===== src/rtl/bcl_pkg.sv =====
`timescale 1ns / 1ps
// ----------------------------------------------------------------------------
// bcl_pkg
// Shared types and constants for the button click / long press detector.
// ----------------------------------------------------------------------------
package bcl_pkg;

    // timestamp width, time differences wrap at this width
    localparam int TIME_W = 32;

    localparam int CFG_W     = 16;
    localparam int CFG_IDX_W = 3;
    localparam int CNT_W     = 4;
    localparam int TALLY_W   = 8;
    localparam int EVT_W     = 4;
    localparam int OUT_EV_W  = 3;

    // register indexes
    localparam logic [CFG_IDX_W-1:0] REG_LONG_PRESS  = 3'd0;
    localparam logic [CFG_IDX_W-1:0] REG_MULTI_CLICK = 3'd1;
    localparam logic [CFG_IDX_W-1:0] REG_DEBOUNCE_MS = 3'd2;
    localparam logic [CFG_IDX_W-1:0] REG_DEBOUNCE_CT = 3'd3;
    localparam logic [CFG_IDX_W-1:0] REG_MIN_LONG    = 3'd4;

    // register reset values
    localparam logic [CFG_W-1:0] RST_LONG_PRESS  = 16'd0;
    localparam logic [CFG_W-1:0] RST_MULTI_CLICK = 16'd0;
    localparam logic [CFG_W-1:0] RST_DEBOUNCE_MS = 16'd50;
    localparam logic [CNT_W-1:0] RST_DEBOUNCE_CT = 4'd3;
    localparam logic [CFG_W-1:0] RST_MIN_LONG    = 16'd500;

    // internal event history codes
    localparam logic [EVT_W-1:0] EV_NONE         = 4'd0;
    localparam logic [EVT_W-1:0] EV_PRESS        = 4'd1;
    localparam logic [EVT_W-1:0] EV_PRESS_IDLE   = 4'd2;
    localparam logic [EVT_W-1:0] EV_RELEASE      = 4'd3;
    localparam logic [EVT_W-1:0] EV_HOLD         = 4'd4;
    localparam logic [EVT_W-1:0] EV_HOLD_RELEASE = 4'd5;
    localparam logic [EVT_W-1:0] EV_CLICK_BASE   = 4'd6;

    // output codes
    localparam logic [OUT_EV_W-1:0] EDGE_NONE   = 3'd0;
    localparam logic [OUT_EV_W-1:0] CLICK_NONE  = 3'd0;
    localparam logic [OUT_EV_W-1:0] CLICK_ONE   = 3'd1;

    localparam logic [CNT_W-1:0]   CNT_MAX   = '1;
    localparam logic [TALLY_W-1:0] TALLY_MAX = '1;
    localparam logic [1:0]         CLICK_IDX_MAX = 2'd3;

    // derived configuration seen by the step logic
    typedef struct packed {
        logic [CFG_W-1:0] debounce_ms;
        logic [CNT_W-1:0] debounce_count;
        logic [CFG_W-1:0] eff_long;
        logic [CFG_W-1:0] window;
    } t_cfg;

    // one result item
    typedef struct packed {
        logic [OUT_EV_W-1:0] edge_event;
        logic [OUT_EV_W-1:0] click_event;
        logic                stable_pressed;
    } t_result;

endpackage


===== src/rtl/bcl_cfg_regs.sv =====
`timescale 1ns / 1ps
// ----------------------------------------------------------------------------
// bcl_cfg_regs
// Configuration registers with the long press floor and click window derived.
// ----------------------------------------------------------------------------
module bcl_cfg_regs import bcl_pkg::*; (
    input  logic                 i_clk,
    input  logic                 i_rst_n,
    input  logic                 i_cfg_we,
    input  logic [CFG_IDX_W-1:0] i_cfg_index,
    input  logic [CFG_W-1:0]     i_cfg_data,
    output t_cfg                 o_cfg
);

    logic [CFG_W-1:0] r_long_press;
    logic [CFG_W-1:0] r_multi_click;
    logic [CFG_W-1:0] r_debounce_ms;
    logic [CNT_W-1:0] r_debounce_ct;
    logic [CFG_W-1:0] r_min_long;
    logic [CFG_W-1:0] eff_long;

    // register writes, unknown indexes are dropped
    always_ff @(posedge i_clk) begin
        if (!i_rst_n) begin
            r_long_press  <= RST_LONG_PRESS;
            r_multi_click <= RST_MULTI_CLICK;
            r_debounce_ms <= RST_DEBOUNCE_MS;
            r_debounce_ct <= RST_DEBOUNCE_CT;
            r_min_long    <= RST_MIN_LONG;
        end else if (i_cfg_we) begin
            case (i_cfg_index)
                REG_LONG_PRESS:  r_long_press  <= i_cfg_data;
                REG_MULTI_CLICK: r_multi_click <= i_cfg_data;
                REG_DEBOUNCE_MS: r_debounce_ms <= i_cfg_data;
                REG_DEBOUNCE_CT: r_debounce_ct <= i_cfg_data[CNT_W-1:0];
                REG_MIN_LONG:    r_min_long    <= i_cfg_data;
                default: ;
            endcase
        end
    end

    // long press time raised to its floor, zero window falls back to it
    assign eff_long = (r_long_press < r_min_long) ? r_min_long : r_long_press;

    assign o_cfg.debounce_ms    = r_debounce_ms;
    assign o_cfg.debounce_count = r_debounce_ct;
    assign o_cfg.eff_long       = eff_long;
    assign o_cfg.window         = (r_multi_click != '0) ? r_multi_click : eff_long;

endmodule


===== src/rtl/bcl_step.sv =====
`timescale 1ns / 1ps
// ----------------------------------------------------------------------------
// bcl_step
// Debounce, edge event and multi-click state with the per-item update logic.
// ----------------------------------------------------------------------------
module bcl_step import bcl_pkg::*; (
    input  logic              i_clk,
    input  logic              i_rst_n,
    input  logic              i_en,
    input  logic [TIME_W-1:0] i_now_ms,
    input  logic              i_pin_pressed,
    input  t_cfg              i_cfg,
    output t_result           o_result
);

    logic               r_stable;
    logic [TIME_W-1:0]  r_last_tick;
    logic [CNT_W-1:0]   r_press_samples;
    logic [CNT_W-1:0]   r_release_samples;
    logic [TIME_W-1:0]  r_press_start;
    logic [TIME_W-1:0]  r_release_stamp;
    logic [TIME_W-1:0]  r_hold_stamp;
    logic               r_hold_valid;
    logic               r_holding_long;
    logic               r_multi_waiting;
    logic [TALLY_W-1:0] r_click_tally;
    logic [TIME_W-1:0]  r_window_start;
    logic [EVT_W-1:0]   r_current_event;
    logic [EVT_W-1:0]   r_previous_event;

    logic               n_stable;
    logic [CNT_W-1:0]   n_press_samples;
    logic [CNT_W-1:0]   n_release_samples;
    logic [TIME_W-1:0]  n_press_start;
    logic [TIME_W-1:0]  n_release_stamp;
    logic [TIME_W-1:0]  n_hold_stamp;
    logic               n_hold_valid;
    logic               n_holding_long;
    logic               n_multi_waiting;
    logic [TALLY_W-1:0] n_click_tally;
    logic [TIME_W-1:0]  n_window_start;
    logic [EVT_W-1:0]   n_current_event;
    logic [EVT_W-1:0]   n_previous_event;

    logic [TIME_W-1:0]  diff_tick;
    logic [TIME_W-1:0]  diff_hold;
    logic [TIME_W-1:0]  diff_release;
    logic [TIME_W-1:0]  diff_press;
    logic [TIME_W-1:0]  diff_window;
    logic [TIME_W-1:0]  deb_time;
    logic [TIME_W-1:0]  eff_time;
    logic [TIME_W-1:0]  half_eff_time;
    logic [TIME_W-1:0]  window_time;

    // low bits of the tally minus one
    function automatic logic [1:0] click_idx_of(input logic [TALLY_W-1:0] tally);
        logic [TALLY_W-1:0] dec;
        dec = tally - 1'b1;
        return dec[1:0];
    endfunction

    // wrapping time differences against the stored stamps
    assign diff_tick     = i_now_ms - r_last_tick;
    assign diff_hold     = i_now_ms - r_hold_stamp;
    assign diff_release  = i_now_ms - r_release_stamp;
    assign diff_press    = i_now_ms - r_press_start;
    assign diff_window   = i_now_ms - r_window_start;
    assign deb_time      = TIME_W'(i_cfg.debounce_ms);
    assign eff_time      = TIME_W'(i_cfg.eff_long);
    assign half_eff_time = TIME_W'(i_cfg.eff_long[CFG_W-1:1]);
    assign window_time   = TIME_W'(i_cfg.window);

    // per-item update
    always_comb begin
        logic [1:0] click_idx;

        n_stable          = r_stable;
        n_press_samples   = r_press_samples;
        n_release_samples = r_release_samples;
        n_press_start     = r_press_start;
        n_release_stamp   = r_release_stamp;
        n_hold_stamp      = r_hold_stamp;
        n_hold_valid      = r_hold_valid;
        n_holding_long    = r_holding_long;
        n_multi_waiting   = r_multi_waiting;
        n_click_tally     = r_click_tally;
        n_window_start    = r_window_start;
        n_current_event   = r_current_event;
        n_previous_event  = r_previous_event;
        o_result.edge_event  = EDGE_NONE;
        o_result.click_event = CLICK_NONE;
        click_idx = '0;

        // debounce, skipped when the timestamp has not moved
        if (diff_tick != '0) begin
            if (i_pin_pressed) begin
                if (!r_stable) begin
                    if (r_press_samples != CNT_MAX) begin
                        n_press_samples = r_press_samples + 1'b1;
                    end
                    if (diff_tick >= deb_time || n_press_samples >= i_cfg.debounce_count) begin
                        n_press_samples = '0;
                        n_stable        = 1'b1;
                        n_press_start   = i_now_ms;
                    end
                end
                n_release_samples = '0;
            end else begin
                if (r_stable) begin
                    if (r_release_samples != CNT_MAX) begin
                        n_release_samples = r_release_samples + 1'b1;
                    end
                    if (diff_tick >= deb_time
                        || n_release_samples >= i_cfg.debounce_count) begin
                        n_release_samples = '0;
                        n_stable          = 1'b0;
                    end
                end
                n_press_samples = '0;
            end
        end

        // event stage, suppressed while cooling after a long hold
        if (!(r_hold_valid && diff_hold < half_eff_time && n_stable)) begin
            // edge events
            if (r_stable != n_stable) begin
                if (n_stable) begin
                    n_current_event = (diff_release >= eff_time) ? EV_PRESS_IDLE : EV_PRESS;
                end else begin
                    n_release_stamp = i_now_ms;
                    if (r_holding_long) begin
                        n_holding_long  = 1'b0;
                        n_current_event = EV_HOLD_RELEASE;
                        n_multi_waiting = 1'b0;
                    end else begin
                        n_current_event = EV_RELEASE;
                    end
                end
                o_result.edge_event = n_current_event[OUT_EV_W-1:0];
            end else if (n_stable && !r_holding_long && diff_press >= eff_time) begin
                n_holding_long      = 1'b1;
                n_current_event     = EV_HOLD;
                n_hold_stamp        = i_now_ms;
                n_hold_valid        = 1'b1;
                o_result.edge_event = n_current_event[OUT_EV_W-1:0];
            end

            // multi-click counting
            if (!n_multi_waiting) begin
                if (r_previous_event != n_current_event && n_stable) begin
                    n_click_tally   = '0;
                    n_multi_waiting = 1'b1;
                    n_window_start  = i_now_ms;
                end
            end else if (diff_window <= window_time) begin
                if (r_previous_event != n_current_event) begin
                    n_window_start = i_now_ms;
                    if (n_current_event == EV_RELEASE && r_click_tally != TALLY_MAX) begin
                        n_click_tally = r_click_tally + 1'b1;
                    end
                end
            end else if (!n_stable) begin
                if (r_click_tally != '0) begin
                    click_idx = (r_click_tally - 1'b1 > TALLY_W'(CLICK_IDX_MAX))
                        ? CLICK_IDX_MAX : click_idx_of(r_click_tally);
                    n_current_event      = EV_CLICK_BASE + EVT_W'(click_idx);
                    o_result.click_event = CLICK_ONE + OUT_EV_W'(click_idx);
                end
                n_click_tally   = '0;
                n_multi_waiting = 1'b0;
            end

            n_previous_event = n_current_event;
        end

        o_result.stable_pressed = n_stable;
    end

    // state registers
    always_ff @(posedge i_clk) begin
        if (!i_rst_n) begin
            r_stable          <= 1'b0;
            r_last_tick       <= '0;
            r_press_samples   <= '0;
            r_release_samples <= '0;
            r_press_start     <= '0;
            r_release_stamp   <= '0;
            r_hold_stamp      <= '0;
            r_hold_valid      <= 1'b0;
            r_holding_long    <= 1'b0;
            r_multi_waiting   <= 1'b0;
            r_click_tally     <= '0;
            r_window_start    <= '0;
            r_current_event   <= EV_NONE;
            r_previous_event  <= EV_NONE;
        end else if (i_en) begin
            r_stable          <= n_stable;
            r_last_tick       <= i_now_ms;
            r_press_samples   <= n_press_samples;
            r_release_samples <= n_release_samples;
            r_press_start     <= n_press_start;
            r_release_stamp   <= n_release_stamp;
            r_hold_stamp      <= n_hold_stamp;
            r_hold_valid      <= n_hold_valid;
            r_holding_long    <= n_holding_long;
            r_multi_waiting   <= n_multi_waiting;
            r_click_tally     <= n_click_tally;
            r_window_start    <= n_window_start;
            r_current_event   <= n_current_event;
            r_previous_event  <= n_previous_event;
        end
    end

endmodule


===== src/rtl/button_click_long_press_detector.sv =====
`timescale 1ns / 1ps
// ----------------------------------------------------------------------------
// button_click_long_press_detector
// Debounces a button sample stream and reports press / hold / release edges
// and single, double, triple or repeat clicks, one result item per tick.
// ----------------------------------------------------------------------------
// pipeline: input register, then the state update and result register in one
//   pass; an item waits in the input register while the output stalls
// throughput: one item per cycle, limited only by the output stall
// reset: synchronous active low; clears config to defaults, all debounce,
//   hold and click state, and both pipeline valid flags
module button_click_long_press_detector import bcl_pkg::*; (
    input  logic                 i_clk,
    input  logic                 i_rst_n,
    input  logic                 i_cfg_we,
    input  logic [CFG_IDX_W-1:0] i_cfg_index,
    input  logic [CFG_W-1:0]     i_cfg_data,
    input  logic                 i_valid,
    output logic                 o_stall,
    input  logic [TIME_W-1:0]    i_now_ms,
    input  logic                 i_pin_pressed,
    output logic                 o_valid,
    input  logic                 i_stall,
    output logic [OUT_EV_W-1:0]  o_edge_event,
    output logic [OUT_EV_W-1:0]  o_click_event,
    output logic                 o_stable_pressed
);

    t_cfg              cfg;
    t_result           step_result;
    logic              step_en;
    logic              in_take;
    logic              r_in_valid;
    logic [TIME_W-1:0] r_now_ms;
    logic              r_pin;
    logic              r_out_valid;
    t_result           r_result;

    bcl_cfg_regs u_cfg (
        .i_clk       (i_clk),
        .i_rst_n     (i_rst_n),
        .i_cfg_we    (i_cfg_we),
        .i_cfg_index (i_cfg_index),
        .i_cfg_data  (i_cfg_data),
        .o_cfg       (cfg)
    );

    // item moves into the result register when that register is free or draining
    assign step_en = r_in_valid && (!r_out_valid || !i_stall);
    assign o_stall = r_in_valid && !step_en;
    assign in_take = i_valid && !o_stall;

    bcl_step u_step (
        .i_clk         (i_clk),
        .i_rst_n       (i_rst_n),
        .i_en          (step_en),
        .i_now_ms      (r_now_ms),
        .i_pin_pressed (r_pin),
        .i_cfg         (cfg),
        .o_result      (step_result)
    );

    // input register
    always_ff @(posedge i_clk) begin
        if (!i_rst_n) begin
            r_in_valid <= 1'b0;
        end else if (in_take) begin
            r_in_valid <= 1'b1;
        end else if (step_en) begin
            r_in_valid <= 1'b0;
        end
    end

    always_ff @(posedge i_clk) begin
        if (in_take) begin
            r_now_ms <= i_now_ms;
            r_pin    <= i_pin_pressed;
        end
    end

    // result register
    always_ff @(posedge i_clk) begin
        if (!i_rst_n) begin
            r_out_valid <= 1'b0;
        end else if (step_en) begin
            r_out_valid <= 1'b1;
        end else if (!i_stall) begin
            r_out_valid <= 1'b0;
        end
    end

    always_ff @(posedge i_clk) begin
        if (step_en) begin
            r_result <= step_result;
        end
    end

    assign o_valid          = r_out_valid;
    assign o_edge_event     = r_result.edge_event;
    assign o_click_event    = r_result.click_event;
    assign o_stable_pressed = r_result.stable_pressed;

endmodule

===== config.mk =====
export PLATFORM = sky130hd
export DESIGN_NAME = button_click_long_press_detector
export DESIGN_NICKNAME = d
export VERILOG_FILES = /design/src/rtl/bcl_pkg.sv /design/src/rtl/bcl_cfg_regs.sv /design/src/rtl/bcl_step.sv /design/src/rtl/button_click_long_press_detector.sv
export SDC_FILE = /design/constraint.sdc
export NUM_CORES = 1
export LEC_CHECK = 0
export ABC_AREA = 1
export BUFFER_PORTS_ARGS = -buffer_cell sky130_fd_sc_hd__clkbuf_2
export CORE_MARGIN = 1
export CORE_UTILIZATION = 36
export DETAILED_ROUTE_END_ITERATION = 6
export PLACE_DENSITY = 0.63
export SLEW_MARGIN = 0
export SYNTH_ARGS = -nofsm -noshare
export SYNTH_HDL_FRONTEND = slang
export SYNTH_HIERARCHICAL = 1
export SYNTH_SLANG_ARGS = --single-unit

===== constraint.sdc =====
create_clock -name i_clk -period 6.05 [get_ports i_clk]
set_clock_uncertainty 0.2 [all_clocks]
set_input_delay 0.3025 -clock i_clk [delete_from_list [all_inputs] [get_ports i_clk]]
set_output_delay 0.3025 -clock i_clk [all_outputs]
set_load 0.01 [all_outputs]

==> key figures <==
GRT
  • GRT Resource Usage Total: 21.10%
  • Met1 Track Usage GR: 27.55%
  • First-pass GRT wire length: 111900 um
  • Gr ovfl total: 0
  • Met3 Use GR: 2.797%
  • Pin count of the biggest net entering global routing: 93
  • Vias in the first global route: 21045
  • Initial antenna violation count: 2
  • Layer with the highest usage: met2
  • Grt met2 use: 34.59%

Finish
  • Area grow syn2layout: 14.63%
  • Most frequent cells in the layout: nand2_1, inv_1, a21oi_1, nor2_1, ha_1
  • Final Core Density: 41.79%
  • Commonest non-fill, non-tap cell in the layout: nand2_1
  • Layout cell share with drive strength beyond 1: 6.850%
  • Nets: 3973

Yosys
  • Synth unique cells: 60
  • Post-synthesis compound-gate area fraction: 17.20%
  • Main synth FF type: dfxtp_1
  • Total number of yosys warnings: 6
  • Ys async rst share: 0%
  • Mapped Cells: 3517
  • Largest family of logic cells by synthesized area: simple AND/OR/NAND/NOR gates
  • Adder-Cell Fraction of Synth Area: 14.38%
  • Post-synth EDFFs: 40
  • Syn Nets: 3841
  • Synthesized area: 23500 um^2
  • XOR/XNOR Fraction of Synth Area: 4.659%
  • Post-synthesis register bit count: 294
  • Sequential fraction of the synthesis area: 26.75%
  • Mux cell area share after synthesis: 0.04792%
  • Avg Cell Area, Syn: 6.682 um^2
  • Post-Synth Simple-Gate Area: 26.05%

Place
  • GP Congestion: 0.9205
  • HPWL Detailed: 54150 um
  • Port Buf Inserts: 65

Drt
  • Initial drt markers: 1622
  • WL final: 71620 um
  • WL/cell: 15.79 um
  • Total number of vias: 22731
  • DRT antenna net count: 0
  • Detailed Routing Iterations Pass 1: 5
  • DRC: 0
  • Vias per cell: 5.012

STA
  • Final Hold Vio Count: 0
  • Hold slack: 0.08758 ns
  • Worst Tran Pin Value: 1.054 ns
  • Relative slew slack: 29.76%
  • Pins Over Slew Limit: 0
  • Fmax: 177.2 MHz
  • RSZ-0062 raised after global routing: false
  • Final Setup Violations: 0
  • Final worst-path cycle share: 93.30%
  • Setup TNS: 0 ns
  • Min Clock Period, post-route: 5.644 ns

Setup path
  • CP top delay family: simple AND/OR/NAND/NOR gates
  • Crit Path Class: flip-flop to flip-flop
  • Crit path launch type: flip-flop
  • Crit path top cell by count: nand2_1
  • CP peak stage delay: 0.41 ns
  • Worst Path Buf+Inv: 7
  • Slowest cell on crit path: fa_1
  • CP Capture Type: flip-flop
  • Req. time, crit path: 6.35 ns
  • Crit Path Max Fanout: 30
  • WP data arrival: 5.95 ns
  • Reg2Reg Setup Slack: 0.41 ns

Floorplan
  • Die Wd: 257.5 um
  • IO Pins: 66
  • Die height: 257.5 um
  • Die area: 66300 um^2
  • Core box area: 64460 um^2
  • Initial core utilization: 36.45%
  • Num rows: 93

Clock network
  • TritonCTS Sinks: 294
  • Clk Latency, worst-skew pair: 0.58 ns
  • CTS tree: done
  • CTS HTree Levels: 2
  • Total CTS buffers: 38
  • Worst-case clock buffer depth: 3
  • Clock tree root buffer cell: clkbuf_16
  • Clock transition at path regs: 0.06 ns

Power and ir drop
  • Power per cell area: 252.1 nW/um^2
  • Leak Pwr: 12.61 nW
  • Maximum VDD drop: 0.1712 mV

Flow run
  • Max-cap violation count: 0

Min path
  • Hold crit path type: input port to flip-flop

Outcome
  • Status: finished clean
[cell usage after synthesis, types with 3 or more instances]
| cell type | number | share of area [%] |
|---|---|---|
| ha_1 | 262 | 14 |
| nand4_1 | 42 | 1.1 |
| clkbuf_1 | 54 | 0.86 |
| fa_1 | 5 | 0.43 |
| a21boi_0 | 5 | 0.16 |
| nand3b_1 | 16 | 0.51 |
| nor3_1 | 50 | 1.1 |
| nand2_2 | 26 | 0.69 |
| o21ai_0 | 247 | 5.3 |
| nor2_2 | 7 | 0.19 |
| edfxtp_1 | 40 | 5.1 |
| nor4_1 | 5 | 0.13 |
| o221ai_1 | 4 | 0.15 |
| nor2_1 | 351 | 5.6 |
| a31oi_1 | 12 | 0.32 |
| o21a_1 | 7 | 0.22 |
| buf_4 | 5 | 0.16 |
| o21bai_1 | 11 | 0.35 |
| nand3_1 | 142 | 3.0 |
| buf_1 | 3 | 0.048 |
| buf_2 | 10 | 0.21 |
| a21o_1 | 18 | 0.58 |
| o21ai_1 | 4 | 0.085 |
| a21oi_1 | 358 | 7.6 |
| and2_1 | 20 | 0.53 |
| nand2_4 | 3 | 0.14 |
| inv_2 | 11 | 0.18 |
| a21oi_2 | 3 | 0.11 |
| o211ai_1 | 14 | 0.45 |
| xnor2_1 | 36 | 1.3 |
| nand3_2 | 8 | 0.34 |
| or2_2 | 5 | 0.13 |
| dfxtp_1 | 254 | 22 |
| inv_1 | 571 | 9.1 |
| a21boi_1 | 4 | 0.13 |
| a221oi_1 | 3 | 0.11 |
| nand2_1 | 744 | 12 |
| nand4_2 | 3 | 0.16 |
| buf_6 | 5 | 0.24 |
| xor2_1 | 89 | 3.3 |
| a211oi_1 | 35 | 1.1 |
| a22oi_1 | 4 | 0.13 |
[metrics by stage]
| stage | std cells | worst slack [ns] | instance area (um^2) | total power, mW |
|---|---|---|---|---|
| after floorplan | 3517 | 1.429 | 23500 | 3.698 |
| after detailed placement | 4398 | 0.3399 | 24870 | 4.260 |
| after global routing | 4534 | 0.02476 | 26930 | 7.218 |
| after CTS | 4533 | 0.2998 | 26900 | 6.830 |
| after global placement | 4398 | 0.4060 | 24870 | 4.246 |
| final | 4535 | 0.4056 | 26940 | 6.792 |
[repair_timing]
item,4_1_cts,5_1_grt
endpoints found under the hold margin,118,0
gates resized for setup,0,6
hold buffers,65,0
endpoints found under the setup margin,0,31
setup buffers,0,0
[kinds of logic (layout without fill, tap and decap cells)]
| family | after synthesis | after routing |
|---|---|---|
| and+or+nand+nor | 1433 | 1433 |
| adders and majority gates | 267 | 267 |
| other | 0 | 1 |
| xor gates and xnor gates | 125 | 125 |
| AOI/OAI and AO/OA | 736 | 737 |
| DFF | 294 | 294 |
| buffers and inverters | 661 | 822 |
| muxes | 1 | 1 |
[report_power, final]
group,total [mW],switching [mW],internal (mW)
registers,2.16,0.0836,2.08
logic,2.12,1.35,0.778
clock network,2.51,0.958,1.55
total,6.79,2.39,4.40
[final cells by class]
class / count / area (um^2)
Inverter: 583 / 2188
Clock buffer: 49 / 1064
Timing Repair Buffer: 169 / 1325
Fill cell: 6838 / 37530
Sequential cell: 294 / 6286
Antenna cell: 1 / 2.502
Tap cell: 855 / 1070
Multi-Input combinational cell: 2563 / 14690
Clock inverter: 21 / 310.3
[worst paths after layout]
path | start | to | cells after the start
setup / recovery | r_now_ms[0]$_DFFE_PP_ | u_step/r_window_start[30]$_SDFFE_PN0P_ | 34
hold / removal | i_cfg_index[1] | u_cfg/r_debounce_ms[10]$_SDFFE_PN0P_ | 5
setup reg to reg | r_now_ms[0]$_DFFE_PP_ | u_step/r_window_start[30]$_SDFFE_PN0P_ | 34
hold reg to reg | u_step/r_hold_stamp[24]$_SDFFE_PN0P_ | u_step/r_hold_stamp[24]$_SDFFE_PN0P_ | 2
[flip-flops by register name, indices dropped and copies added (netlist names), 16 cells and up]
| register | count |
|---|---|
| r_now_ms | 32 |
| u_cfg/r_debounce_ms | 16 |
| u_cfg/r_long_press | 16 |
| u_cfg/r_min_long | 16 |
| u_cfg/r_multi_click | 16 |
| u_step/r_hold_stamp | 32 |
| u_step/r_last_tick | 32 |
| u_step/r_press_start | 32 |
| u_step/r_release_stamp | 32 |
| u_step/r_window_start | 32 |
[layer usage]
metal,up-vias,routed length [um]
met5,-,0
met4,0,2967
met3,147,3651
met2,556,32330
met1,10282,32670
li1,11746,-
[worst register-to-register path: cells and delay by family, from the launching register on]
kind	cells	cell delay, ns
buffers and inverters	7	0.91
adder cells (fa/ha/maj)	3	0.89
AO/OA/AOI/OAI	4	1.15
flip-flops	1	0.39
XOR/XNOR	2	0.41
AND/OR/NAND/NOR	18	1.63
No activity file was read; power rests on OpenSTA's default activity.
